File: src/sv/rump_pkg.sv
// ----------------------------------------------------------------------------
// rump_pkg
// Shared types and constants of the route update message packer.
// ----------------------------------------------------------------------------
`default_nettype none

package rump_pkg;

  // Widths of the fields and of the internal byte counts.
  localparam int unsigned PlenW     = 6;
  localparam int unsigned AsCntW    = 8;
  localparam int unsigned CommCntW  = 6;
  localparam int unsigned SizeW     = 16;
  localparam int unsigned CountW    = 16;
  localparam int unsigned OvhW      = 11;
  localparam int unsigned PsizeW    = 4;

  // Fixed message overhead: 19 byte header, two 2 byte length fields,
  // origin 4, as path base 5, next hop 7, local pref 7 and med 7.
  localparam int unsigned BaseOverhead  = 19 + 2 * 2 + 4 + 5 + 7 + 7 + 7;
  localparam int unsigned CommBaseBytes = 3;
  localparam int unsigned AtomicBytes   = 3;
  localparam int unsigned AggrBytes     = 9;

  localparam logic [SizeW-1:0] MaxSizeReset = SizeW'(4096);

  // Result queue geometry.
  localparam int unsigned FifoDepth = 4;
  localparam int unsigned FifoAw    = $clog2(FifoDepth);

  typedef struct packed {
    logic [PlenW-1:0]    prefix_len;
    logic                first_of_group;
    logic                last_of_group;
    logic [AsCntW-1:0]   as_path_count;
    logic [CommCntW-1:0] community_count;
    logic                atomic_agg;
    logic                aggregator_present;
  } item_t;

  typedef struct packed {
    logic [SizeW-1:0]  msg_bytes;
    logic [CountW-1:0] prefix_count;
    logic              group_end;
    logic              last_result;
  } result_t;

  // Results handed to the queue in one cycle: up to two, in order.
  typedef struct packed {
    logic [1:0] num;
    result_t    first;
    result_t    second;
  } push_t;

endpackage

`default_nettype wire

File: src/sv/rump_overhead.sv
// ----------------------------------------------------------------------------
// rump_overhead
// Per item cost terms: fixed message overhead of the group and prefix bytes.
// ----------------------------------------------------------------------------
`default_nettype none

module rump_overhead (
  input  wire rump_pkg::item_t          item,
  output logic [rump_pkg::OvhW-1:0]    overhead,
  output logic [rump_pkg::PsizeW-1:0]  psize
);

  logic [rump_pkg::OvhW-1:0] as_bytes;
  logic [rump_pkg::OvhW-1:0] comm_bytes;
  logic [rump_pkg::OvhW-1:0] flag_bytes;

  always_comb begin
    as_bytes   = {1'b0, item.as_path_count, 2'b00};
    comm_bytes = '0;
    if (item.community_count != '0) begin
      comm_bytes = rump_pkg::OvhW'(rump_pkg::CommBaseBytes)
                 + {3'b000, item.community_count, 2'b00};
    end
    flag_bytes = '0;
    if (item.atomic_agg) begin
      flag_bytes = rump_pkg::OvhW'(rump_pkg::AtomicBytes);
    end
    if (item.aggregator_present) begin
      flag_bytes = flag_bytes + rump_pkg::OvhW'(rump_pkg::AggrBytes);
    end
    overhead = rump_pkg::OvhW'(rump_pkg::BaseOverhead) + as_bytes + comm_bytes + flag_bytes;
  end

  // One length byte plus the address bytes, ceil(length / 8).
  assign psize = rump_pkg::PsizeW'(1)
               + rump_pkg::PsizeW'((7'(item.prefix_len) + 7'd7) >> 3);

endmodule

`default_nettype wire

File: src/sv/rump_result_fifo.sv
// ----------------------------------------------------------------------------
// rump_result_fifo
// Small result queue that takes up to two results a cycle and gives one.
// ----------------------------------------------------------------------------
`default_nettype none

module rump_result_fifo (
  input  wire                            clk,
  input  wire                            rst,
  input  wire rump_pkg::push_t           push,
  output logic [rump_pkg::FifoAw:0]      count,
  output logic                           result_valid,
  input  wire                            result_ready,
  output rump_pkg::result_t              result
);

  rump_pkg::result_t               entries [rump_pkg::FifoDepth];
  logic [rump_pkg::FifoAw-1:0]     wr_ptr;
  logic [rump_pkg::FifoAw-1:0]     rd_ptr;
  logic [rump_pkg::FifoAw-1:0]     wr_ptr_plus1;
  logic                            pop;

  assign pop          = result_valid && result_ready;
  assign wr_ptr_plus1 = wr_ptr + 1'b1;
  assign result_valid = (count != '0);
  assign result       = entries[rd_ptr];

  always_ff @(posedge clk) begin
    if (rst) begin
      wr_ptr <= '0;
      rd_ptr <= '0;
      count  <= '0;
    end else begin
      wr_ptr <= wr_ptr + rump_pkg::FifoAw'(push.num);
      if (pop) begin
        rd_ptr <= rd_ptr + 1'b1;
      end
      count <= count + (rump_pkg::FifoAw+1)'(push.num) - (rump_pkg::FifoAw+1)'(pop);
    end
  end

  always_ff @(posedge clk) begin
    if (push.num != 2'd0) begin
      entries[wr_ptr] <= push.first;
    end
    if (push.num == 2'd2) begin
      entries[wr_ptr_plus1] <= push.second;
    end
  end

endmodule

`default_nettype wire

File: src/sv/route_update_message_packer_unit.sv
// ----------------------------------------------------------------------------
// route_update_message_packer_unit
// Greedy packer of route prefixes into routing update messages.
// ----------------------------------------------------------------------------
// Usage: route prefixes arrive on the item channel (item_valid/item_ready),
// one request per prefix, grouped by shared path attributes. The item that
// starts a group carries the attribute counts and flags. Each request is first
// captured in an input register, together with its group overhead and prefix
// byte cost, which are worked out on the way in. Once the queue has room for two
// reports, one pass of short logic updates the open message and pushes zero,
// one or two closed message reports into a four entry result queue that drives
// the result channel (result_valid/result_ready). A report passes through the
// input register and a queue entry before it is offered on the result port.
// Throughput is one request per cycle while the queue has room for two reports;
// the single add and compare on the open message byte count sets that rate.
// Only a request that closes two messages at once can outrun a one per cycle
// result drain, so when the receiver stalls the queue fills and item_ready
// drops as soon as fewer than two queue entries are free for the held request;
// nothing is lost or repeated.
// The cfg channel writes max_msg_bytes at any time it is offered; the value is
// taken when a group start is processed. Reset (rst, synchronous) empties the
// queue and the input register, clears the open message and the group state,
// and loads max_msg_bytes with 4096.
// ----------------------------------------------------------------------------
`default_nettype none

module route_update_message_packer_unit (
  input  wire                             clk,
  input  wire                             rst,
  input  wire                             item_valid,
  output logic                            item_ready,
  input  wire rump_pkg::item_t            item,
  output logic                            result_valid,
  input  wire                             result_ready,
  output rump_pkg::result_t               result,
  input  wire                             cfg_valid,
  output logic                            cfg_ready,
  input  wire [rump_pkg::SizeW-1:0]       cfg_data
);

  // Configuration register.
  logic [rump_pkg::SizeW-1:0]  max_msg_bytes;

  // Input register with the precomputed cost terms.
  logic                           held_valid;
  logic                           held_first;
  logic                           held_last;
  logic [rump_pkg::OvhW-1:0]      held_overhead;
  logic [rump_pkg::PsizeW-1:0]    held_psize;
  logic [rump_pkg::OvhW-1:0]      in_overhead;
  logic [rump_pkg::PsizeW-1:0]    in_psize;

  // Group and open message state.
  logic [rump_pkg::OvhW-1:0]      fixed_overhead_bytes;
  logic [rump_pkg::SizeW-1:0]     nlri_space_limit;
  logic [rump_pkg::SizeW-1:0]     open_nlri_bytes;
  logic [rump_pkg::CountW-1:0]    open_prefix_count;
  logic [rump_pkg::OvhW-1:0]      fixed_overhead_bytes_next;
  logic [rump_pkg::SizeW-1:0]     nlri_space_limit_next;
  logic [rump_pkg::SizeW-1:0]     open_nlri_bytes_next;
  logic [rump_pkg::CountW-1:0]    open_prefix_count_next;

  // Single pass datapath.
  logic                           go;
  logic [rump_pkg::FifoAw:0]      queue_count;
  logic [rump_pkg::SizeW-1:0]     bytes_eff;
  logic [rump_pkg::CountW-1:0]    count_eff;
  logic [rump_pkg::SizeW:0]       bytes_sum;
  logic                           close_group;
  logic                           close_full;
  logic [rump_pkg::SizeW-1:0]     bytes_after;
  logic [rump_pkg::CountW-1:0]    count_after;
  rump_pkg::result_t              res_group;
  rump_pkg::result_t              res_full;
  rump_pkg::result_t              res_last;
  rump_pkg::push_t                push;

  assign cfg_ready = 1'b1;

  always_ff @(posedge clk) begin
    if (rst) begin
      max_msg_bytes <= rump_pkg::MaxSizeReset;
    end else if (cfg_valid && cfg_ready) begin
      max_msg_bytes <= cfg_data;
    end
  end

  rump_overhead u_overhead (
    .item     (item),
    .overhead (in_overhead),
    .psize    (in_psize)
  );

  // The held request is processed when the queue can take two more reports.
  assign go         = held_valid
                   && (queue_count <= (rump_pkg::FifoAw+1)'(rump_pkg::FifoDepth - 2));
  assign item_ready = !held_valid || go;

  always_ff @(posedge clk) begin
    if (rst) begin
      held_valid <= 1'b0;
    end else if (item_ready) begin
      held_valid <= item_valid;
    end
  end

  always_ff @(posedge clk) begin
    if (item_valid && item_ready) begin
      held_first    <= item.first_of_group;
      held_last     <= item.last_of_group;
      held_overhead <= in_overhead;
      held_psize    <= in_psize;
    end
  end

  always_comb begin
    // A new group drops the open message (after reporting it) and loads
    // its overhead and the space left for prefixes.
    fixed_overhead_bytes_next = fixed_overhead_bytes;
    nlri_space_limit_next     = nlri_space_limit;
    bytes_eff                 = open_nlri_bytes;
    count_eff                 = open_prefix_count;
    close_group               = 1'b0;
    if (held_first) begin
      close_group               = (open_prefix_count != '0);
      fixed_overhead_bytes_next = held_overhead;
      if (max_msg_bytes > rump_pkg::SizeW'(held_overhead)) begin
        nlri_space_limit_next = max_msg_bytes - rump_pkg::SizeW'(held_overhead);
      end else begin
        nlri_space_limit_next = '0;
      end
      bytes_eff = '0;
      count_eff = '0;
    end

    // Greedy fit: a non-empty message that cannot take this prefix closes.
    bytes_sum  = (rump_pkg::SizeW+1)'(bytes_eff) + (rump_pkg::SizeW+1)'(held_psize);
    close_full = (count_eff != '0)
              && (bytes_sum > (rump_pkg::SizeW+1)'(nlri_space_limit_next));
    if (close_full) begin
      bytes_after = rump_pkg::SizeW'(held_psize);
      count_after = rump_pkg::CountW'(1);
    end else begin
      bytes_after = bytes_sum[rump_pkg::SizeW-1:0];
      count_after = count_eff + 1'b1;
    end

    res_group.msg_bytes    = rump_pkg::SizeW'(fixed_overhead_bytes) + open_nlri_bytes;
    res_group.prefix_count = open_prefix_count;
    res_group.group_end    = 1'b1;
    res_group.last_result  = !held_last;

    res_full.msg_bytes     = rump_pkg::SizeW'(fixed_overhead_bytes_next) + bytes_eff;
    res_full.prefix_count  = count_eff;
    res_full.group_end     = 1'b0;
    res_full.last_result   = !held_last;

    res_last.msg_bytes     = rump_pkg::SizeW'(fixed_overhead_bytes_next) + bytes_after;
    res_last.prefix_count  = count_after;
    res_last.group_end     = 1'b1;
    res_last.last_result   = 1'b1;

    // The group close and the full close never happen together, and the
    // group end report always comes last.
    push.num    = 2'(close_group) + 2'(close_full) + 2'(held_last);
    push.second = res_last;
    if (close_group) begin
      push.first = res_group;
    end else if (close_full) begin
      push.first = res_full;
    end else begin
      push.first = res_last;
    end
    if (!go) begin
      push.num = 2'd0;
    end

    if (held_last) begin
      open_nlri_bytes_next   = '0;
      open_prefix_count_next = '0;
    end else begin
      open_nlri_bytes_next   = bytes_after;
      open_prefix_count_next = count_after;
    end
  end

  always_ff @(posedge clk) begin
    if (rst) begin
      fixed_overhead_bytes <= '0;
      nlri_space_limit     <= '0;
      open_nlri_bytes      <= '0;
      open_prefix_count    <= '0;
    end else if (go) begin
      fixed_overhead_bytes <= fixed_overhead_bytes_next;
      nlri_space_limit     <= nlri_space_limit_next;
      open_nlri_bytes      <= open_nlri_bytes_next;
      open_prefix_count    <= open_prefix_count_next;
    end
  end

  rump_result_fifo u_result_fifo (
    .clk          (clk),
    .rst          (rst),
    .push         (push),
    .count        (queue_count),
    .result_valid (result_valid),
    .result_ready (result_ready),
    .result       (result)
  );

  // The result queue never holds more reports than it has entries.
  assert property (@(posedge clk) disable iff (rst)
    queue_count <= (rump_pkg::FifoAw+1)'(rump_pkg::FifoDepth))
    else $error("result queue overflow");

  // A processed group end leaves no open message behind.
  assert property (@(posedge clk) disable iff (rst)
    go && held_last |=> open_prefix_count == '0 && open_nlri_bytes == '0)
    else $error("open message survives the group end");

  // Every prefix costs at least one byte, so an open message with prefixes never has zero bytes.
  assert property (@(posedge clk) disable iff (rst)
    open_prefix_count != '0 |-> open_nlri_bytes != '0)
    else $error("open message has prefixes but no bytes");

  // Input back pressure only happens while a request is held.
  assert property (@(posedge clk) disable iff (rst)
    !item_ready |-> held_valid && !go)
    else $error("input stalled without a held request");

endmodule

`default_nettype wire

File: config.mk
export PLATFORM = sky130hd
export DESIGN_NAME = route_update_message_packer_unit
export DESIGN_NICKNAME = d
export VERILOG_FILES = /design/src/sv/rump_pkg.sv /design/src/sv/rump_overhead.sv /design/src/sv/rump_result_fifo.sv /design/src/sv/route_update_message_packer_unit.sv
export SDC_FILE = /design/constraint.sdc
export NUM_CORES = 1
export LEC_CHECK = 0
export BUFFER_PORTS_ARGS = -buffer_cell sky130_fd_sc_hd__buf_2
export CORE_MARGIN = 4
export CORE_UTILIZATION = 63
export DETAILED_ROUTE_END_ITERATION = 10
export HOLD_SLACK_MARGIN = 0.02
export PLACE_DENSITY = 0.82
export SLEW_MARGIN = 25
export SYNTH_ARGS = -nofsm -noshare
export SYNTH_HDL_FRONTEND = slang
export SYNTH_HIERARCHICAL = 1
export SYNTH_SLANG_ARGS = --single-unit
File: constraint.sdc
create_clock -name clk -period 11.4 [get_ports clk]
set_input_delay 0 -clock clk [delete_from_list [all_inputs] [get_ports clk]]
set_output_delay 0 -clock clk [all_outputs]
set_load 0.05 [all_outputs]
---- Yosys cells after proc, flatten, opt, wreduce, memory -nomap -nowiden ----
Memory sizes are Yosys's and may differ from the RTL's. A register that Yosys moved wholly into a read port is not among the register bits.
Index checks and enable logic that the tools add are counted.
cells by class
  $lt $le $gt $ge ......................... 3
  reduce and logical (&&, ||, !) cells .... 12
  equality and inequality tests ........... 1
  add/sub/neg operators ................... 20
  mux-type cells .......................... 22
operators with widths
  cell                                                            number
  two-way mux 16 bit                                              8
  two-way mux 34 bit                                              2
  adder 11 x 16 -> 16 bit                                         3
  two-way mux 11 bit                                              3
  nonzero test 16 bit                                             2
  adder 11 bit                                                    2
  adder 16 x 4 -> 17 bit                                          1
  > comparator 17 x 16 -> 1 bit                                   1
  adder 16 x 1 -> 16 bit, second input constant                   1
  > comparator 16 x 11 -> 1 bit                                   1
  subtractor 16 x 11 -> 16 bit                                    1
  adder 6 x 10 -> 11 bit, first input constant                    1
  adder 2 x 8 -> 9 bit, first input constant                      1
  two-way mux 2 bit                                               4
  adder 6 x 3 -> 7 bit, second input constant                     1
  nonzero test 6 bit                                              1
  adder 2 x 4 -> 5 bit, second input constant                     1
  two-way mux 1 bit                                               5
  adder 1 x 4 -> 4 bit, first input constant                      1
  adder 2 x 1 -> 2 bit, second input constant                     2
  logical AND 1 bit                                               4
  adder 3 x 2 -> 3 bit                                            1
  less-or-equal comparator 3 x 2 -> 1 bit, second input constant  1
  nonzero test 3 bit                                              1
  8 further kinds                                                 9
storage, ports and cells
  bits of input ports ..................... 45
  word-level logic and storage cells ...... 72
  output and inout port bits .............. 37
  memories ................................ 1
  memory bits (writable) .................. 136
  flip-flop bits (word level) ............. 100
memory list
  memory                 words  bits a word  rd ports  clocked after memory_dff  write ports  line                    RTL
  u_result_fifo.entries  4      34           1         1                         2            rump_result_fifo.sv:17  rump_pkg::result_t entries [rump_pkg::FifoDepth];

---- Logic depth before layout (Yosys ltp) ----
  word-level depth ........................ 11
  mapped depth ............................ 38

---- By module ----
Netlist, hierarchy kept.
by module, submodules not included
  module                            cells an instance  instances  area each (um^2)  seq. area each (um^2)
  route_update_message_packer_unit  987                1          7783.7            2031.9
  rump_result_fifo                  383                1          7088.0            4264.1
  rump_overhead                     94                 1          730.7             0.0

---- Least setup slack after synthesis ----
Ideal clock, no wire load.
  path type ............................... reg-to-reg
  from .................................... register held_first
  to ...................................... memory u_result_fifo/entries[2][0] in the netlist's numbering, enable pin
  data required time ...................... 10.963 ns
  setup slack ............................. 3.257 ns
  setup time .............................. 0.437 ns
  period minus slack after synthesis ...... 8.143 ns
  stages on the path, launching flop included .. 27
  buffers on the path ..................... 7
  arrival ................................. 7.706 ns
  path through ............................ edfxtp_1 -> buf_2 -> clkbuf_1 -> clkbuf_1 -> clkbuf_1 -> nor2b_1 -> ha_1 -> o21a_1 -> a21oi_1 -> nor3b_1 -> nand4_1 -> or3_1 -> a21oi_1 -> ha_1 -> a21oi_1 -> nand2_1 -> nor4_1 -> o22a_1 -> o21a_4 -> clkinv_4 -> buf_2 -> buf_2 -> fa_1 -> and3_1 -> buf_2 -> or3b_2 -> a21oi_1
RTL lines
  what                    line                                     RTL
  from (decl)             route_update_message_packer_unit.sv:46   logic held_first;
  from (signal assigned)  route_update_message_packer_unit.sv:109  held_first <= item.first_of_group;
  to (decl)               rump_result_fifo.sv:17

==> flow_metrics.env <==
export IMPL_place_gp_congestion=0.9840
export IMPL_r2r_end="u_result_fifo/entries[1][30]$_DFFE_PP_"
export IMPL_synth_compound_area_share_pct=12.86
export IMPL_track_usage_pct=28.07
export IMPL_ys_seq_elements=238
export IMPL_cp_end_kind="flip-flop"
export IMPL_portBuffers=80
export IMPL_worst_slew_pin_slew_ps=960.1
export IMPL_synthSimpleGateAreaFrac_pct=12.41
export IMPL_ys_warn_count=6
export IMPL_cts_tree="done"
export IMPL_maxSlewViolCount=0
export IMPL_layout_nets=1709
export IMPL_post_cts_setup_buffer_count=0
export IMPL_cts_buffers=26
export IMPL_worstReg2RegStart="max_msg_bytes[0]$_SDFFE_PP0P_"
export IMPL_pin_count=82
export IMPL_hold_viol=0
export IMPL_drtIter0Drc=1210
export IMPL_cp_max_fo=38
export IMPL_min_from="item[1]"
export IMPL_synth_edf_count=153
export IMPL_setup_violations=0
export IMPL_synth_adder_area_share_pct=8.789
export IMPL_cts_root_buf="clkbuf_16"
export IMPL_syn_to_final_growth_pct=12.66
export IMPL_seq_area_frac_synth_pct=40.35
export IMPL_p_leak_uw=0.007005
export IMPL_async_flop_share_pct=0
export IMPL_n_antenna_cell=0
export IMPL_core_mm2=0.02432
export IMPL_fmax_mhz=107.2
export IMPL_slew_headroom_pct=34.34
export IMPL_htree_levels=1
export IMPL_clkTransAtPathRegs_ps=70
export IMPL_synth_xor_area_share_pct=4.186
export IMPL_fin_crit_ps=9330
export IMPL_yosys_most_used_dff="edfxtp_1"
export IMPL_syn_cell_area_mm2=0.01560
export IMPL_status="complete, no violations"
export IMPL_synth_cell_types=88
export IMPL_finalCritPeriodShare_pct=81.84
export IMPL_worstHoldPathType="in2reg"
export IMPL_power_density_mw_per_mm2=159.7
export IMPL_worst_ir_drop_vdd_mv=0.09253
export IMPL_routedWlPerCell_um=20.52
export IMPL_rsz0062_at_grt="false"
export IMPL_grt_overflow=0
export IMPL_cap_violations=0
export IMPL_min_to="held_overhead[0]$_DFFE_PP_"
export IMPL_drtAntennaViolNets=0
export IMPL_start_util_pct=64.16
export IMPL_drive_gt1_share_pct=20.30
export IMPL_via_per_inst=6.397
export IMPL_slowest_stage="a31oi_4"
export IMPL_reg2reg_slack_ps=2070
export IMPL_synth_top_family_by_area="multiplexers"
export IMPL_first_pass_iters=6
export IMPL_clock_skew_ps=15.45
export IMPL_crit_type="reg2reg"
export IMPL_max_stage_delay_ps=620
export IMPL_synth_area_mux_share_pct=16.98
export IMPL_insertion_delay_ps=540
export IMPL_cts_sinks=238
export IMPL_n_fill_cell=1653
export IMPL_fin_util_pct=72.28
export IMPL_drt_total_wl_um=39090
export IMPL_drc=0
export IMPL_crit_path_start_kind="flip-flop"
export IMPL_grt_pass1_wl_um=61470
export IMPL_r2r_cells=33
export IMPL_clockBufferDepth=3
export IMPL_fin_setup_tns_ps=0
export IMPL_die_x_um=165.4
export IMPL_grt_start_max_net_pins=87
export IMPL_crit_arrival_ps=9620
export IMPL_avgSynthCellArea_um2=10.66
export IMPL_vias=12187
export IMPL_rows=57
export IMPL_antenna_found_initial=0
export IMPL_cpMostUsedCell="o21ai_0"
export IMPL_critPathRequiredTime_ps=11690
export IMPL_grt_pass1_vias=11776
export IMPL_fp_dieH_um=165.4
export IMPL_synthCells=1464
export IMPL_die_area_mm2=0.02735
export IMPL_dp_hpwl_um=26140
export IMPL_hold_path_cell_count=4
-- metal layers --
layer  wire, um  vias up  share of wire, %  track usage, %
li1           -     5624                 -               -
met5          0        -                 0               0
met4       1102        0               2.8           8.061
met2      19360      575                50           49.07
met1      15670     5886                40           36.27
met3       2956      102               7.6           4.443
-- sequential cells by signal (all words and copies together) (netlist names), named ones only --
name,cells
u_result_fifo/entries,136
max_msg_bytes,16
nlri_space_limit,16
open_nlri_bytes,16
open_prefix_count,16
fixed_overhead_bytes,11
held_overhead,11
held_psize,4
u_result_fifo/count,3
u_result_fifo/rd_ptr,2
u_result_fifo/wr_ptr,2
held_first,1
held_last,1
held_valid,1
-- cells by family (layout without fill, tap and decap cells) --
family                   count (synthesis)  after routing
AO/OA/AOI/OAI                          293            293
buffers and inverters                  157            266
XOR/XNOR                                69             69
adder cells (fa/ha/maj)                104            104
multiplexers                           204            204
other                                    1              9
flip-flops                             238            238
AND/OR/NAND/NOR                        398            398
-- critical path: cells and delay by family, from the launching register on --
kind / cells / cell delay, ps
AOI/OAI and AO/OA: 16 / 4180
and+or+nand+nor: 8 / 1950
adders and majority gates: 5 / 1710
buffers and inverters: 2 / 420
DFF: 1 / 340
muxes: 1 / 290
xor gates and xnor gates: 1 / 140
-- per-stage QoR --
stage	hold WS, ps	area, um^2	setup WS [ps]	std cells	power [uW]
3_3_place_gp	184.4	16230	2557	1814	1894
4_1_cts	24.41	17570	2177	1905	2795
3_5_place_dp	184.1	16230	2235	1814	1918
5_1_grt	38.30	17580	1704	1905	2927
2_1_floorplan	71.61	15630	3257	1472	1720
6_report	28.61	17580	2070	1905	2806
-- final cells by class --
| cell class | count | area, um^2 | share of cell area, % |
|---|---|---|---|
| clock buffer | 38 | 812.0 | 4.620 |
| clock inverter | 9 | 78.83 | 0.4484 |
| inverter | 81 | 310.3 | 1.765 |
| multi-input combinational | 1077 | 8728 | 49.65 |
| sequential | 238 | 6297 | 35.82 |
| tap | 324 | 405.4 | 2.306 |
| timing repair buffer | 138 | 945.9 | 5.381 |
-- cells in the final DEF, fill, tap and decap left out, types with 9 or more instances in the layout --
cell	n
nor3_1	15
a211oi_1	16
nand3_1	22
mux4_2	34
fa_1	10
dfxtp_1	84
a21oi_1	68
and2_1	11
a32oi_1	12
xor2_1	17
edfxtp_1	153
buf_4	14
nor2_1	140
and3_1	13
xnor2_1	48
nand4_1	14
nand2b_1	9
nor2b_1	31
clkbuf_16	31
o211ai_1	13
nor4_1	9
dlygate4sd3_1	44
mux2_1	30
a22oi_1	40
mux2_2	116
a21o_1	21
buf_2	80
ha_1	92
inv_1	76
or3_1	9
o21ai_0	44
nand2_1	91
conb_1	9
mux2i_1	24
-- worst max-delay path by stage --
stage / startpoint / endpoint / slack [ps]
4_1_cts: held_overhead[0]$_DFFE_PP_ / u_result_fifo/entries[1][30]$_DFFE_PP_ / 2180
2_1_floorplan: held_first$_DFFE_PP_ / u_result_fifo/entries[2][0]$_DFFE_PP_ / 3260
3_5_place_dp: held_overhead[0]$_DFFE_PP_ / u_result_fifo/entries[1][30]$_DFFE_PP_ / 2240
3_3_place_gp: held_overhead[0]$_DFFE_PP_ / u_result_fifo/entries[1][30]$_DFFE_PP_ / 2560
6_report: max_msg_bytes[0]$_SDFFE_PP0P_ / u_result_fifo/entries[1][30]$_DFFE_PP_ / 2070
5_1_grt: held_overhead[0]$_DFFE_PP_ / u_result_fifo/entries[1][30]$_DFFE_PP_ / 1700
-- power breakdown --
group / total, uW / leakage (uW) / switching (uW) / internal [uW]
sequential: 1030 / 0.00209 / 37.0 / 991
combinational: 907 / 0.00448 / 564 / 343
clock: 871 / 0.000438 / 354 / 518
-- cell usage after synthesis (16+ instances only) --
cell type	count	area, um^2
edfxtp_1	153	4594
nor2_1	141	529.3
mux2_2	116	1306
ha_1	92	1151
nand2_1	91	341.6
dfxtp_1	85	1702
inv_1	76	285.3
a21oi_1	70	350.3
xnor2_1	48	420.4
o21ai_0	44	220.2
clkbuf_1	42	157.7
a22oi_1	40	300.3
mux4_2	34	765.7
nor2b_1	32	200.2
mux2_1	30	337.8
mux2i_1	24	240.2
nand3_1	22	110.1
a21o_1	21	157.7
xor2_1	17	148.9
a211oi_1	16	120.1
buf_2	16	80.08
nor3_1	16	80.08
-- timing repair --
item / 4_1_cts / 5_1_grt
hold buffers: 44 / 0
endpoints found under the hold margin: 29 / 0
resized for setup: 0 / 0
No activity file was read; power rests on OpenSTA's default activity.
